### src/hdl/avcl2a_pkg.sv
// Shared types and constants for the length-prefix to start-code converter.
// No dependencies; imported by all hdl modules.
package avcl2a_pkg;

	// APB register map
	localparam int unsigned ADDR_W = 3;
	localparam logic REG_LENGTH_SIZE  = 1'b0;
	localparam logic REG_OUT_CAPACITY = 1'b1;

	// Unit status codes
	localparam logic [1:0] ST_OK      = 2'd0;
	localparam logic [1:0] ST_INVALID = 2'd1;
	localparam logic [1:0] ST_TOOBIG  = 2'd2;

	// NAL header fields
	localparam logic [4:0] NAL_TYPE_MASK = 5'h1f;
	localparam logic [4:0] NAL_IDR = 5'd5;
	localparam logic [4:0] NAL_SPS = 5'd7;
	localparam logic [4:0] NAL_PPS = 5'd8;

	localparam logic [7:0] START_CODE [4] = '{8'h00, 8'h00, 8'h00, 8'h01};

	typedef enum logic [3:0] {
		PH_LEN  = 4'b0001,
		PH_PAY  = 4'b0010,
		PH_STOP = 4'b0100,
		PH_DROP = 4'b1000
	} phase_t;

	// All results caused by one input word: start code, one mid result
	// (payload byte or flag-only), then the closing result.
	typedef struct packed {
		logic        has_sc;
		logic        has_mid;
		logic        mid_valid;
		logic [7:0]  mid_byte;
		logic        mid_idr;
		logic        has_done;
		logic [1:0]  status;
		logic [31:0] total;
	} bundle_t;

	function automatic logic [2:0] bundle_count(input bundle_t b);
		bundle_count = (b.has_sc ? 3'd4 : 3'd0) + {2'b00, b.has_mid} + {2'b00, b.has_done};
	endfunction

endpackage

### src/hdl/avcl2a_ifs.sv
// Valid/ready channel interfaces for the converter's input and result words.
// No dependencies.
interface avcl2a_in_if;
	logic       valid;
	logic       ready;
	logic [7:0] in_byte;
	logic       last_byte;

	modport source (output valid, in_byte, last_byte, input ready);
	modport sink   (input valid, in_byte, last_byte, output ready);
endinterface

interface avcl2a_out_if;
	logic        valid;
	logic        ready;
	logic [7:0]  out_byte;
	logic        byte_valid;
	logic        run_last;
	logic        idr_without_param_sets;
	logic        unit_done;
	logic [1:0]  unit_status;
	logic [31:0] total_bytes;

	modport source (output valid, out_byte, byte_valid, run_last, idr_without_param_sets,
		unit_done, unit_status, total_bytes, input ready);
	modport sink   (input valid, out_byte, byte_valid, run_last, idr_without_param_sets,
		unit_done, unit_status, total_bytes, output ready);
endinterface

### src/hdl/avcl2a_cfg.sv
// APB register block: length_size and out_capacity.
// Depends on avcl2a_pkg.
module avcl2a_cfg (
	input  logic                          clk,
	input  logic                          arst_n,
	input  logic                          psel,
	input  logic                          penable,
	input  logic                          pwrite,
	input  logic [avcl2a_pkg::ADDR_W-1:0] paddr,
	input  logic [31:0]                   pwdata,
	output logic [31:0]                   prdata,
	output logic                          pready,
	output logic [2:0]                    length_size,
	output logic [31:0]                   out_capacity
);
	import avcl2a_pkg::*;

	logic [2:0]  length_size_q;
	logic [31:0] out_capacity_q;
	logic        wr_en;

	assign pready = 1'b1;
	assign wr_en  = psel & penable & pwrite;

	always_ff @(posedge clk or negedge arst_n) begin
		if (!arst_n) begin
			length_size_q  <= 3'd4;
			out_capacity_q <= 32'hffff_ffff;
		end else if (wr_en) begin
			if (paddr[2] == REG_LENGTH_SIZE) length_size_q <= pwdata[2:0];
			else out_capacity_q <= pwdata;
		end
	end

	always_comb begin
		if (paddr[2] == REG_OUT_CAPACITY) prdata = out_capacity_q;
		else prdata = {29'd0, length_size_q};
	end

	assign length_size  = length_size_q;
	assign out_capacity = out_capacity_q;
endmodule

### src/hdl/avcl2a_parser.sv
// Per-unit parse state and next-state logic; builds the result bundle of a word.
// Depends on avcl2a_pkg.
module avcl2a_parser #(
	parameter int unsigned COUNT_BITS = 32
) (
	input  logic                clk,
	input  logic                arst_n,
	input  logic                accept,
	input  logic [7:0]          in_byte,
	input  logic                last_byte,
	input  logic [2:0]          length_size,
	input  logic [31:0]         out_capacity,
	output avcl2a_pkg::bundle_t bundle
);
	import avcl2a_pkg::*;

	localparam logic [33:0] CMAX = (34'd1 << COUNT_BITS) - 34'd1;

	phase_t                phase_q, phase_n;
	logic [31:0]           len_q, len_n;
	logic [2:0]            seen_q, seen_n;
	logic [31:0]           left_q, left_n;
	logic                  hdr_q, hdr_n;
	logic                  ps_q, ps_n;
	logic [COUNT_BITS-1:0] cnt_q, cnt_n;
	logic [1:0]            st_q, st_n;

	logic [2:0]  lsz;
	logic [31:0] acc_new;
	logic [2:0]  seen_new;
	logic [33:0] need;
	logic [33:0] limit;
	logic [4:0]  nal_type;
	logic        idr;
	logic        trunc;

	always_comb begin
		if (length_size == 3'd0) lsz = 3'd1;
		else if (length_size > 3'd4) lsz = 3'd4;
		else lsz = length_size;
	end

	assign acc_new  = {len_q[23:0], in_byte};
	assign seen_new = seen_q + 3'd1;
	assign need     = 34'(cnt_q) + 34'd4 + {2'b00, acc_new};
	assign limit    = ({2'b00, out_capacity} > CMAX) ? CMAX : {2'b00, out_capacity};
	assign nal_type = in_byte[4:0] & NAL_TYPE_MASK;

	always_comb begin
		phase_n = phase_q;
		len_n   = len_q;
		seen_n  = seen_q;
		left_n  = left_q;
		hdr_n   = hdr_q;
		ps_n    = ps_q;
		cnt_n   = cnt_q;
		st_n    = st_q;
		idr     = 1'b0;
		trunc   = 1'b0;
		bundle  = '0;

		case (phase_q)
			PH_LEN: begin
				if (seen_new >= lsz) begin
					if (acc_new == 32'd0) begin
						st_n    = ST_INVALID;
						phase_n = PH_STOP;
					end else begin
						if (need > limit) begin
							if (st_q == ST_OK) st_n = ST_TOOBIG;
							phase_n = PH_DROP;
						end else begin
							bundle.has_sc = 1'b1;
							cnt_n   = cnt_q + COUNT_BITS'(4);
							phase_n = PH_PAY;
						end
						left_n = acc_new;
						hdr_n  = 1'b1;
					end
					len_n  = '0;
					seen_n = '0;
				end else begin
					len_n  = acc_new;
					seen_n = seen_new;
				end
			end
			PH_PAY, PH_DROP: begin
				if (hdr_q) begin
					if (nal_type == NAL_SPS || nal_type == NAL_PPS) begin
						ps_n = 1'b1;
					end else if (nal_type == NAL_IDR && !ps_q) begin
						idr  = 1'b1;
						ps_n = 1'b1;
					end
					hdr_n = 1'b0;
				end
				if (phase_q == PH_PAY) begin
					bundle.has_mid   = 1'b1;
					bundle.mid_valid = 1'b1;
					bundle.mid_byte  = in_byte;
					bundle.mid_idr   = idr;
					cnt_n = cnt_q + COUNT_BITS'(1);
				end else if (idr) begin
					bundle.has_mid = 1'b1;
					bundle.mid_idr = 1'b1;
				end
				left_n = left_q - 32'd1;
				if (left_n == 32'd0) phase_n = PH_LEN;
			end
			default: begin
			end
		endcase

		if (last_byte) begin
			trunc = (phase_n == PH_LEN && seen_n != 3'd0) ||
				((phase_n == PH_PAY || phase_n == PH_DROP) && left_n != 32'd0);
			if (trunc) st_n = ST_INVALID;
			bundle.has_done = 1'b1;
			bundle.status   = st_n;
			bundle.total    = (st_n == ST_OK) ? 32'(cnt_n) : 32'd0;
			// unit closes: clear everything
			phase_n = PH_LEN;
			len_n   = '0;
			seen_n  = '0;
			left_n  = '0;
			hdr_n   = 1'b0;
			ps_n    = 1'b0;
			cnt_n   = '0;
			st_n    = ST_OK;
		end
	end

	always_ff @(posedge clk or negedge arst_n) begin
		if (!arst_n) begin
			phase_q <= PH_LEN;
			len_q   <= '0;
			seen_q  <= '0;
			left_q  <= '0;
			hdr_q   <= 1'b0;
			ps_q    <= 1'b0;
			cnt_q   <= '0;
			st_q    <= ST_OK;
		end else if (accept) begin
			phase_q <= phase_n;
			len_q   <= len_n;
			seen_q  <= seen_n;
			left_q  <= left_n;
			hdr_q   <= hdr_n;
			ps_q    <= ps_n;
			cnt_q   <= cnt_n;
			st_q    <= st_n;
		end
	end
endmodule

### src/hdl/avcl2a_emitter.sv
// Result register: holds one word's bundle and hands its results out one a cycle while dout.ready is high.
// Depends on avcl2a_pkg and avcl2a_out_if.
module avcl2a_emitter (
	input  logic                clk,
	input  logic                arst_n,
	input  logic                accept,
	input  avcl2a_pkg::bundle_t bundle,
	output logic                in_ready,
	avcl2a_out_if.source        dout
);
	import avcl2a_pkg::*;

	bundle_t    bnd_q;
	logic       vld_q;
	logic [2:0] idx_q;
	logic [2:0] nres;
	logic [2:0] sc_n;
	logic       last_res;
	logic       take;

	assign nres     = bundle_count(bnd_q);
	assign sc_n     = bnd_q.has_sc ? 3'd4 : 3'd0;
	assign last_res = (idx_q == nres - 3'd1);
	assign take     = vld_q & dout.ready;
	assign in_ready = !vld_q || (dout.ready && last_res);

	always_ff @(posedge clk or negedge arst_n) begin
		if (!arst_n) begin
			vld_q <= 1'b0;
			idx_q <= '0;
		end else if (accept && bundle_count(bundle) != 3'd0) begin
			vld_q <= 1'b1;
			idx_q <= '0;
		end else if (take && last_res) begin
			vld_q <= 1'b0;
		end else if (take) begin
			idx_q <= idx_q + 3'd1;
		end
	end

	always_ff @(posedge clk) begin
		if (accept) bnd_q <= bundle;
	end

	always_comb begin
		dout.valid                  = vld_q;
		dout.run_last               = last_res;
		dout.out_byte               = 8'd0;
		dout.byte_valid             = 1'b0;
		dout.idr_without_param_sets = 1'b0;
		dout.unit_done              = 1'b0;
		dout.unit_status            = ST_OK;
		dout.total_bytes            = 32'd0;
		if (bnd_q.has_sc && idx_q < 3'd4) begin
			dout.out_byte   = START_CODE[idx_q[1:0]];
			dout.byte_valid = 1'b1;
		end else if (bnd_q.has_mid && idx_q == sc_n) begin
			dout.out_byte               = bnd_q.mid_byte;
			dout.byte_valid             = bnd_q.mid_valid;
			dout.idr_without_param_sets = bnd_q.mid_idr;
		end else begin
			dout.unit_done   = 1'b1;
			dout.unit_status = bnd_q.status;
			dout.total_bytes = bnd_q.total;
		end
	end

	a_done_is_last: assert property (@(posedge clk) disable iff (!arst_n)
		dout.valid && dout.unit_done |-> dout.run_last)
		else $error("closing result not last of its word");
	a_flag_byte_zero: assert property (@(posedge clk) disable iff (!arst_n)
		dout.valid && !dout.byte_valid |-> dout.out_byte == 8'd0)
		else $error("status-only result carries a byte");
	a_bad_total_zero: assert property (@(posedge clk) disable iff (!arst_n)
		dout.valid && dout.unit_done && dout.unit_status != ST_OK |-> dout.total_bytes == 32'd0)
		else $error("failed unit reports a byte total");
	a_stall_blocks_input: assert property (@(posedge clk) disable iff (!arst_n)
		!in_ready |-> dout.valid && (!dout.ready || !dout.run_last))
		else $error("input held off with no result pending");
endmodule

### src/hdl/avc_length_prefix_to_annexb.sv
// Top level of the length-prefixed H.264 to start-code byte stream converter.
// Depends on avcl2a_pkg, avcl2a_ifs, avcl2a_cfg, avcl2a_parser, avcl2a_emitter.
//
// Usage:
//   din  carries one byte of an access unit per word, last_byte on the final one.
//   dout carries one result per word: start code or NAL byte (byte_valid = 1),
//        a status-only IDR flag (byte_valid = 0), or the closing unit_done word
//        with unit_status and total_bytes. run_last marks the final result
//        caused by each input word.
//   APB  programs length_size (0x0) and out_capacity (0x4); write only while idle.
// The result register loads a word's bundle as the word is accepted; its first result is offered in the next cycle.
// Results: a payload byte makes one result; the word that completes a length
//   makes the four start-code bytes, and the last word of a unit one more for
//   the closing result. The single result register hands out one result per
//   cycle while dout.ready is high and takes the next word in the cycle its
//   last result leaves. Length bytes, and dropped payload bytes other than
//   an IDR flag, make no result and pass at one per cycle with no result pending.
// Reset: arst_n clears the parse state to "reading length" and empties the
//   result register; registers return to length_size 4, out_capacity all ones.
// Stall: while dout.ready is low the pending result holds and din.ready stays
//   low; din.ready is high only with no result pending or as the last result
//   of a word leaves.
module avc_length_prefix_to_annexb #(
	parameter int unsigned COUNT_BITS = 32
) (
	input  logic                          clk,
	input  logic                          arst_n,
	avcl2a_in_if.sink                     din,
	avcl2a_out_if.source                  dout,
	input  logic                          psel,
	input  logic                          penable,
	input  logic                          pwrite,
	input  logic [avcl2a_pkg::ADDR_W-1:0] paddr,
	input  logic [31:0]                   pwdata,
	output logic [31:0]                   prdata,
	output logic                          pready
);
	import avcl2a_pkg::*;

	logic        accept;
	logic        in_ready;
	logic [2:0]  length_size;
	logic [31:0] out_capacity;
	bundle_t     bundle;

	// a word is taken when the result register can load its bundle
	assign din.ready = in_ready;
	assign accept    = din.valid & in_ready;

	avcl2a_cfg u_cfg (
		.clk          (clk),
		.arst_n       (arst_n),
		.psel         (psel),
		.penable      (penable),
		.pwrite       (pwrite),
		.paddr        (paddr),
		.pwdata       (pwdata),
		.prdata       (prdata),
		.pready       (pready),
		.length_size  (length_size),
		.out_capacity (out_capacity)
	);

	// parse state lives here; bundle is pure logic off the input word
	avcl2a_parser #(
		.COUNT_BITS (COUNT_BITS)
	) u_parser (
		.clk          (clk),
		.arst_n       (arst_n),
		.accept       (accept),
		.in_byte      (din.in_byte),
		.last_byte    (din.last_byte),
		.length_size  (length_size),
		.out_capacity (out_capacity),
		.bundle       (bundle)
	);

	// result register and serializer
	avcl2a_emitter u_emitter (
		.clk      (clk),
		.arst_n   (arst_n),
		.accept   (accept),
		.bundle   (bundle),
		.in_ready (in_ready),
		.dout     (dout)
	);
endmodule
### src/flat_wrapper.sv
// flat-port wrapper written by rule: the top's interface ports become plain ports
module avc_length_prefix_to_annexb_flat import avcl2a_pkg::*;
#(
	parameter int unsigned COUNT_BITS = 32
)
  (clk, arst_n, psel, penable, pwrite, paddr, pwdata, prdata, pready, din_valid, din_in_byte, din_last_byte, din_ready, dout_valid, dout_out_byte, dout_byte_valid, dout_run_last, dout_idr_without_param_sets, dout_unit_done, dout_unit_status, dout_total_bytes, dout_ready);
  avcl2a_in_if din_i ();
  avcl2a_out_if dout_i ();
  input  logic clk;
  input  logic arst_n;
  input  logic psel;
  input  logic penable;
  input  logic pwrite;
  input  logic [avcl2a_pkg::ADDR_W-1:0] paddr;
  input  logic [31:0] pwdata;
  output logic [31:0] prdata;
  output logic pready;
  input wire logic [$bits(din_i.valid)-1:0] din_valid;
  input wire logic [$bits(din_i.in_byte)-1:0] din_in_byte;
  input wire logic [$bits(din_i.last_byte)-1:0] din_last_byte;
  output wire logic [$bits(din_i.ready)-1:0] din_ready;
  output wire logic [$bits(dout_i.valid)-1:0] dout_valid;
  output wire logic [$bits(dout_i.out_byte)-1:0] dout_out_byte;
  output wire logic [$bits(dout_i.byte_valid)-1:0] dout_byte_valid;
  output wire logic [$bits(dout_i.run_last)-1:0] dout_run_last;
  output wire logic [$bits(dout_i.idr_without_param_sets)-1:0] dout_idr_without_param_sets;
  output wire logic [$bits(dout_i.unit_done)-1:0] dout_unit_done;
  output wire logic [$bits(dout_i.unit_status)-1:0] dout_unit_status;
  output wire logic [$bits(dout_i.total_bytes)-1:0] dout_total_bytes;
  input wire logic [$bits(dout_i.ready)-1:0] dout_ready;
  assign din_i.valid = din_valid;
  assign din_i.in_byte = din_in_byte;
  assign din_i.last_byte = din_last_byte;
  assign din_ready = din_i.ready;
  assign dout_valid = dout_i.valid;
  assign dout_out_byte = dout_i.out_byte;
  assign dout_byte_valid = dout_i.byte_valid;
  assign dout_run_last = dout_i.run_last;
  assign dout_idr_without_param_sets = dout_i.idr_without_param_sets;
  assign dout_unit_done = dout_i.unit_done;
  assign dout_unit_status = dout_i.unit_status;
  assign dout_total_bytes = dout_i.total_bytes;
  assign dout_i.ready = dout_ready;
  avc_length_prefix_to_annexb #(.COUNT_BITS(COUNT_BITS)) u_core (.clk(clk), .arst_n(arst_n), .din(din_i), .dout(dout_i), .psel(psel), .penable(penable), .pwrite(pwrite), .paddr(paddr), .pwdata(pwdata), .prdata(prdata), .pready(pready));
endmodule
### config.mk
export PLATFORM = sky130hd
export DESIGN_NAME = avc_length_prefix_to_annexb_flat
export DESIGN_NICKNAME = d
export VERILOG_FILES = /design/src/hdl/avcl2a_pkg.sv /design/src/hdl/avcl2a_ifs.sv /design/src/hdl/avcl2a_cfg.sv /design/src/hdl/avcl2a_parser.sv /design/src/hdl/avcl2a_emitter.sv /design/src/hdl/avc_length_prefix_to_annexb.sv /design/src/flat_wrapper.sv
export SDC_FILE = /design/constraint.sdc
export NUM_CORES = 1
export LEC_CHECK = 0
export BUFFER_PORTS_ARGS = -buffer_cell sky130_fd_sc_hd__clkbuf_2
export CORE_MARGIN = 2
export CORE_UTILIZATION = 57
export CTS_CLUSTER_SIZE = 24
export DETAILED_ROUTE_END_ITERATION = 16
export PLACE_DENSITY_LB_ADDON = 0.2
export SLEW_MARGIN = 10
export SYNTH_ARGS = -nofsm -noshare
export SYNTH_HDL_FRONTEND = slang
export SYNTH_HIERARCHICAL = 1
export SYNTH_SLANG_ARGS = --single-unit
### constraint.sdc
create_clock -name clk -period 8.1 [get_ports clk]
set_input_delay 0.81 -clock clk [delete_from_list [all_inputs] [get_ports clk]]
set_output_delay 0.81 -clock clk [all_outputs]
set_load 0.01 [all_outputs]
Word level (Yosys, flattened, before mapping)
Cells that the tools add are included.

storage, ports and cells
  input port bits = 51
  register bits = 185

operators by class
  add/subtract/negate cells = 12
  bitwise gates (word level) = 6
  equality and inequality tests = 14
  reductions and logical operators = 38
  magnitude comparators = 5
  muxes and demuxes = 79

operators with widths
  operator                 number
  $mux W32                 12
  $pmux W32 S2             2
  $mux W24                 3
  $logic_not A32 Y1        2
  $mux W35                 1
  $add A33 B32 Y34         1
  $gt A34 B32 Y1           1
  $add A32 B3 Y33 const B  1
  $add A32 B1 Y32 const B  1
  $add A32 B3 Y32 const B  1
  $mux W8                  4
  $reduce_bool A32 Y1      1
  $sub A32 B1 Y32 const B  1
  $mux W3                  10
  $mux W1                  27
  $mux W2                  10
  $mux W4                  5
  $bmux W8 S2              1
  $add A3 B1 Y3            4
  $reduce_and A2 Y1        6
  $reduce_bool A3 Y1       4
  $mux W11                 1
  $eq A5 B3 Y1 const B     2
  $reduce_bool A2 Y1       5
  other kinds (26)         48

Logic depth before layout (Yosys ltp)
  word-level depth = 21
  mapped depth = 28
  gate-level depth less buffers = 28

Hierarchy
The synthesis kept the hierarchy.

by module, submodules not included
  module                       cells each  area each (um^2)  instances  sequential area each (um^2)
  avcl2a_parser                1219        9825.7            1          2478.6
  avcl2a_emitter               139         2077.0            1          1511.4
  avcl2a_cfg                   112         1725.4            1          917.1
  avc_length_prefix_to_annexb  1           6.3               1          0.0

Worst setup path before layout
OpenSTA, ideal clock, no wires.

  kind = input port to flip-flop
  start = in din_in_byte[1]
  end = reg u_core/u_emitter/bnd_q[26] (netlist bit), data pin
  setup time = 0.257 ns
  data arrival time = 6.075 ns
  stages = 25
  slack = 1.769 ns
  path buffers = 1
  cells stage by stage = ha_1 > ha_1 > fa_1 > a21oi_1 > o21ai_0 > o21ai_0 > a21oi_1 > o31ai_1 > o21ai_0 > and2_1 > o21a_1 > nor2_1 > xnor2_1 > ha_1 > nand4_1 > nor4_1 > a31oi_1 > a22o_1 > a21oi_1 > or4b_2 > nand3_1 > buf_1 > nand4_1 > xnor2_1 > nor2_1

on the way
  cells in the longest elaborated chain, start to end = 14

ends and longest elaborated chain
  what                                          RTL line              text
  from (decl)                                   flat_wrapper.sv:19    input wire logic [$bits(din_i.in_byte)-1:0] din_in_byte;
  $add A33 B32 Y34                              avcl2a_parser.sv:45   assign need = 34'(cnt_q) + 34'd4 + {2'b00, acc_new};
  $gt A34 B32 Y1                                avcl2a_parser.sv:69   if (need > limit) begin
  $mux W4                                       avcl2a_parser.sv:69
  $mux W4                                       avcl2a_parser.sv:65   if (acc_new == 32'd0) begin
  $mux W4                                       avcl2a_parser.sv:64   if (seen_new >= lsz) begin
  $pmux W4 S2                                   avcl2a_parser.sv:62   case (phase_q)
  $eq A4 B2 Y1 or $eq A4 B4 Y1 (tied branches)  avcl2a_parser.sv:116  ((phase_n == PH_PAY || phase_n == PH_DROP) && left_n != 32'd0);
  $logic_or A1 B1 Y1                            avcl2a_parser.sv:116
  $logic_and A1 B1 Y1                           avcl2a_parser.sv:116
  $logic_or A1 B1 Y1                            avcl2a_parser.sv:115  trunc = (phase_n == PH_LEN && seen_n != 3'd0) ||
  $mux W2                                       avcl2a_parser.sv:117  if (trunc) st_n = ST_INVALID;
  $mux W2                                       avcl2a_parser.sv:114  if (last_byte) begin
  $logic_not A2 Y1                              avcl2a_parser.sv:120  bundle.total = (st_n == ST_OK) ? 32'(cnt_n) : 32'd0;
  $reduce_and A2 Y1 (no source line)            n/a
  to (signal assigned)                          avcl2a_emitter.sv:42  if (accept) bnd_q <= bundle;
  to (decl)                                     avcl2a_emitter.sv:13  bundle_t bnd_q;

Several ways; a longest one is shown, not always the timed one. The select of a mux whose other input is x is not followed.
A chain may end at the register's enable or synchronous reset.

Worst setup path after layout
  start = reg u_core.u_parser.cnt_q[1]
  end = reg u_core/u_emitter/bnd_q[16] (netlist bit), data pin

on the way
  cells in the longest elaborated chain, start to end = 15

ends and longest elaborated chain
  what                                          RTL line              text
  from (decl)                                   avcl2a_parser.sv:25   logic [COUNT_BITS-1:0] cnt_q, cnt_n;
  from (signal assigned)                        avcl2a_parser.sv:150  cnt_q <= cnt_n;
  $add A32 B3 Y33                               avcl2a_parser.sv:45
  $add A33 B32 Y34                              avcl2a_parser.sv:45
  $gt A34 B32 Y1                                avcl2a_parser.sv:69
  $mux W4                                       avcl2a_parser.sv:69
  $mux W4                                       avcl2a_parser.sv:65
  $mux W4                                       avcl2a_parser.sv:64
  $pmux W4 S2                                   avcl2a_parser.sv:62
  $eq A4 B2 Y1 or $eq A4 B4 Y1 (tied branches)  avcl2a_parser.sv:116
  $logic_or A1 B1 Y1                            avcl2a_parser.sv:116
  $logic_and A1 B1 Y1                           avcl2a_parser.sv:116
  $logic_or A1 B1 Y1                            avcl2a_parser.sv:115
  $mux W2                                       avcl2a_parser.sv:117
  $mux W2                                       avcl2a_parser.sv:114
  $logic_not A2 Y1                              avcl2a_parser.sv:120
  $reduce_and A2 Y1 (no source line)            n/a

Several ways; a longest one is shown, not always the timed one. The select of a mux whose other input is x is not followed.

==> flow_summary.toml <==
[outcome]
outcome = "complete, no violations"

[floorplan]
fp-row-count = 56
dieArea_um2 = 25200
die_h_um = 159
initial_utilization_pct = 58.1
die_w_um = 159
io_pins = 132
floorplan.core_area_um2 = 23500

[clock_network]
cts_tree = "done"
clkTransAtPathRegs_ps = 80
clk_latency_ps = 450
ctsResizeCount = 0
clockBufferDepth = 2
root_buffer = "clkbuf_16"
ctsHoldBuffers = 0
cts_setup_buffers = 0
clkSinkCount = 185
cts_buffers = 17
htree_levels = 4

[yosys]
synthArstFlopShare_pct = 74.6
synth_top_area_share_pct = 19.1
synth_edf_count = 47
syn_area_um2 = 13600
yosysSeqAreaShare_pct = 36.0
synth-warning-count = 6
synth_cell_type_count = 81
synth_ff_type = "dfrtp_1"
ys_seq_elements = 185
synth_nets = 1630
synthCells = 1471
synth_top_cell_by_area = "dfrtp_1"
yosysMostFrequentCell = "ha_1"
yosys-top-cells-count = "ha_1 (107), dfrtp_1 (104), nor2_1 (100)"
syn-mean-instance-area_um2 = 9.27
synth.area.top_cells = "dfrtp_1 (19%), edfxtp_1 (10%), ha_1 (9.8%)"

[timing]
worst_pin_slew_ps = 1170
finalHoldViolations = 0
final_max_slew_viol_count = 0
setup_viol = 0
finalSetupTns_ps = 0
slew_headroom_pct = 22.1
fmax_mhz = 139
rsz0062_at_grt = "false"
period_needed_ps = 7170
period_share_pct = 88.6
finClkSkew_ps = 17.5

[global_routing]
grt-ovfl-total = 0
track_usage_pct = 31.7
antenna_found_initial = 0
grt_pass1_vias = 11000
grt_start_max_net_pins = 80
grt_pass1_wl_um = 61500

[critical_path]
rr_endpoint = "u_core/u_emitter/bnd_q[16]$_DFFE_PP_"
path_buf_inv = 1
crit_family = "compound AO/OA/AOI/OAI gates"
crit_required_ps = 8250
critPathLaunchType = "flip-flop"
crit_cells = 25
ff2ff_setup_slack_ps = 930
cp_slowest_stage_delay_ps = 580
path_max_fanout = 10
slowest_stage = "or4b_2"
worst-setup-path-type = "reg2reg"
arrival_ps = 7330
critPathCaptureType = "flip-flop"
reg2reg_from = "u_core/u_parser/cnt_q[1]$_DFFE_PN0P_"
rr_worst_depth = 25

[layout]
nNetsFinal = 1715
final_core_util_pct = 64.2
syn2layout_area_growth_pct = 10.5
drive_gt1_share_pct = 17.3
diodes = 0

[power]
ir_drop_uv = 165
leakage_nw = 6.87
powerDensity_nw_per_um2 = 291

[drt]
top_layer_used = "met4"
first_iter_violations = 1133
detailroute.via_count = 12200
wl_met1_um = 17800
wl_met3_um = 3400
drc = 0
ant_nets = 0
wl_met2_um = 17500
routedWlPerCell_um = 21.0
viasPerCell = 6.44
first_pass_iters = 5
wl_um = 39600

[place]
io_buffer_count = 128
place.gp.congestion = 0.945
dp_hpwl_um = 28400

[worst_hold_path]
hold_path_class = "in2async"

[job]
cap_violations = 0
==> where the power goes <==
part           switching (W)  internal [W]
Clock               0.000428      0.000414
Combinational        0.00117      0.000814
Sequential          0.000332       0.00123
Total                0.00193       0.00246
==> worst max path at each step <==
stage                                    startpoint                                     to  slack [ps]
3_5_place_dp                         din_in_byte[1]   u_core/u_emitter/bnd_q[22]$_DFFE_PP_         600
4_1_cts        u_core/u_parser/cnt_q[1]$_DFFE_PN0P_   u_core/u_emitter/bnd_q[22]$_DFFE_PP_        1030
2_1_floorplan                        din_in_byte[1]   u_core/u_emitter/bnd_q[26]$_DFFE_PP_        1770
3_3_place_gp                         din_in_byte[2]  u_core/u_parser/cnt_q[20]$_DFFE_PN0P_         790
6_report       u_core/u_parser/cnt_q[1]$_DFFE_PN0P_   u_core/u_emitter/bnd_q[16]$_DFFE_PP_         930
5_1_grt        u_core/u_parser/cnt_q[1]$_DFFE_PN0P_   u_core/u_emitter/bnd_q[22]$_DFFE_PP_         470
==> registers in the layout (all words and copies together), names as in the netlist <==
name,flops
u_core/u_emitter/idx_q,3
u_core/u_parser/phase_q,4
u_core/u_parser/cnt_q,32
u_core/u_parser/st_q,2
u_core/u_emitter/bnd_q,47
u_core/u_cfg/out_capacity,32
u_core/u_emitter/dout.valid,1
u_core/u_cfg/length_size,3
u_core/u_parser/len_q,24
u_core/u_parser/seen_q,3
u_core/u_parser/ps_q,1
u_core/u_parser/hdr_q,1
u_core/u_parser/left_q,32
==> cells in the final DEF, fill, tap and decap left out, drive strengths merged, types with 12 or more instances in the layout <==
master,Yosys,layout
o21ai,68,68
xnor2,41,41
o211ai,15,15
nand3,47,47
nor2,100,100
nand4,27,27
a21oi,80,80
o2bb2ai,27,27
nand2,95,95
a22o,38,38
a22oi,19,19
a21o,31,31
nor3,34,34
mux2,39,39
and3,14,14
or4,18,18
xor2,21,21
clkbuf,62,145
dfstp,34,34
dfrtp,104,104
or3,22,22
and2,88,88
nor4,34,34
edfxtp,47,47
inv,75,85
a31oi,12,12
ha,107,107
buf,17,18
==> cells by family (layout without fill, tap and decap cells) <==
group,after synthesis,after routing,share of synthesized area [%]
and+or+nand+nor,528,528,21.1
adders and majority gates,108,108,9.97
buffers and inverters,155,253,4.65
xor gates and xnor gates,62,62,3.98
DFF,185,185,36.0
AOI/OAI and AO/OA,385,385,19.6
other,1,1,0.0275
muxes,47,47,4.66
==> layout make-up <==
| class | count | area, um^2 |
|---|---|---|
| Clock buffer | 18 | 429 |
| Timing Repair Buffer | 145 | 774 |
| Multi-Input combinational cell | 1131 | 8130 |
| Tap cell | 319 | 399 |
| Fill cell | 1979 | 8400 |
| Sequential cell | 185 | 4910 |
| Inverter | 76 | 285 |
| Clock inverter | 14 | 149 |
==> metal layers <==
layer,track usage [%],vias up
li1,-,5662
met1,46.1,5796
met3,5.44,68
met4,9.09,0
met5,0,-
met2,48.7,635
==> metrics by stage <==
stage | area, um^2 | setup WS (ps) | hold WS, ps | cells | total power [W]
floorplan | 13600 | 1770 | 450 | 1471 | 0.00286
global placement | 14500 | 787 | 472 | 1856 | 0.00345
detailed placement | 14500 | 602 | 476 | 1856 | 0.00350
CTS | 15100 | 1030 | 449 | 1888 | 0.00435
global route | 15100 | 471 | 490 | 1888 | 0.00468
finish | 15100 | 925 | 433 | 1888 | 0.00439
Power figures use the tool's default switching activity.
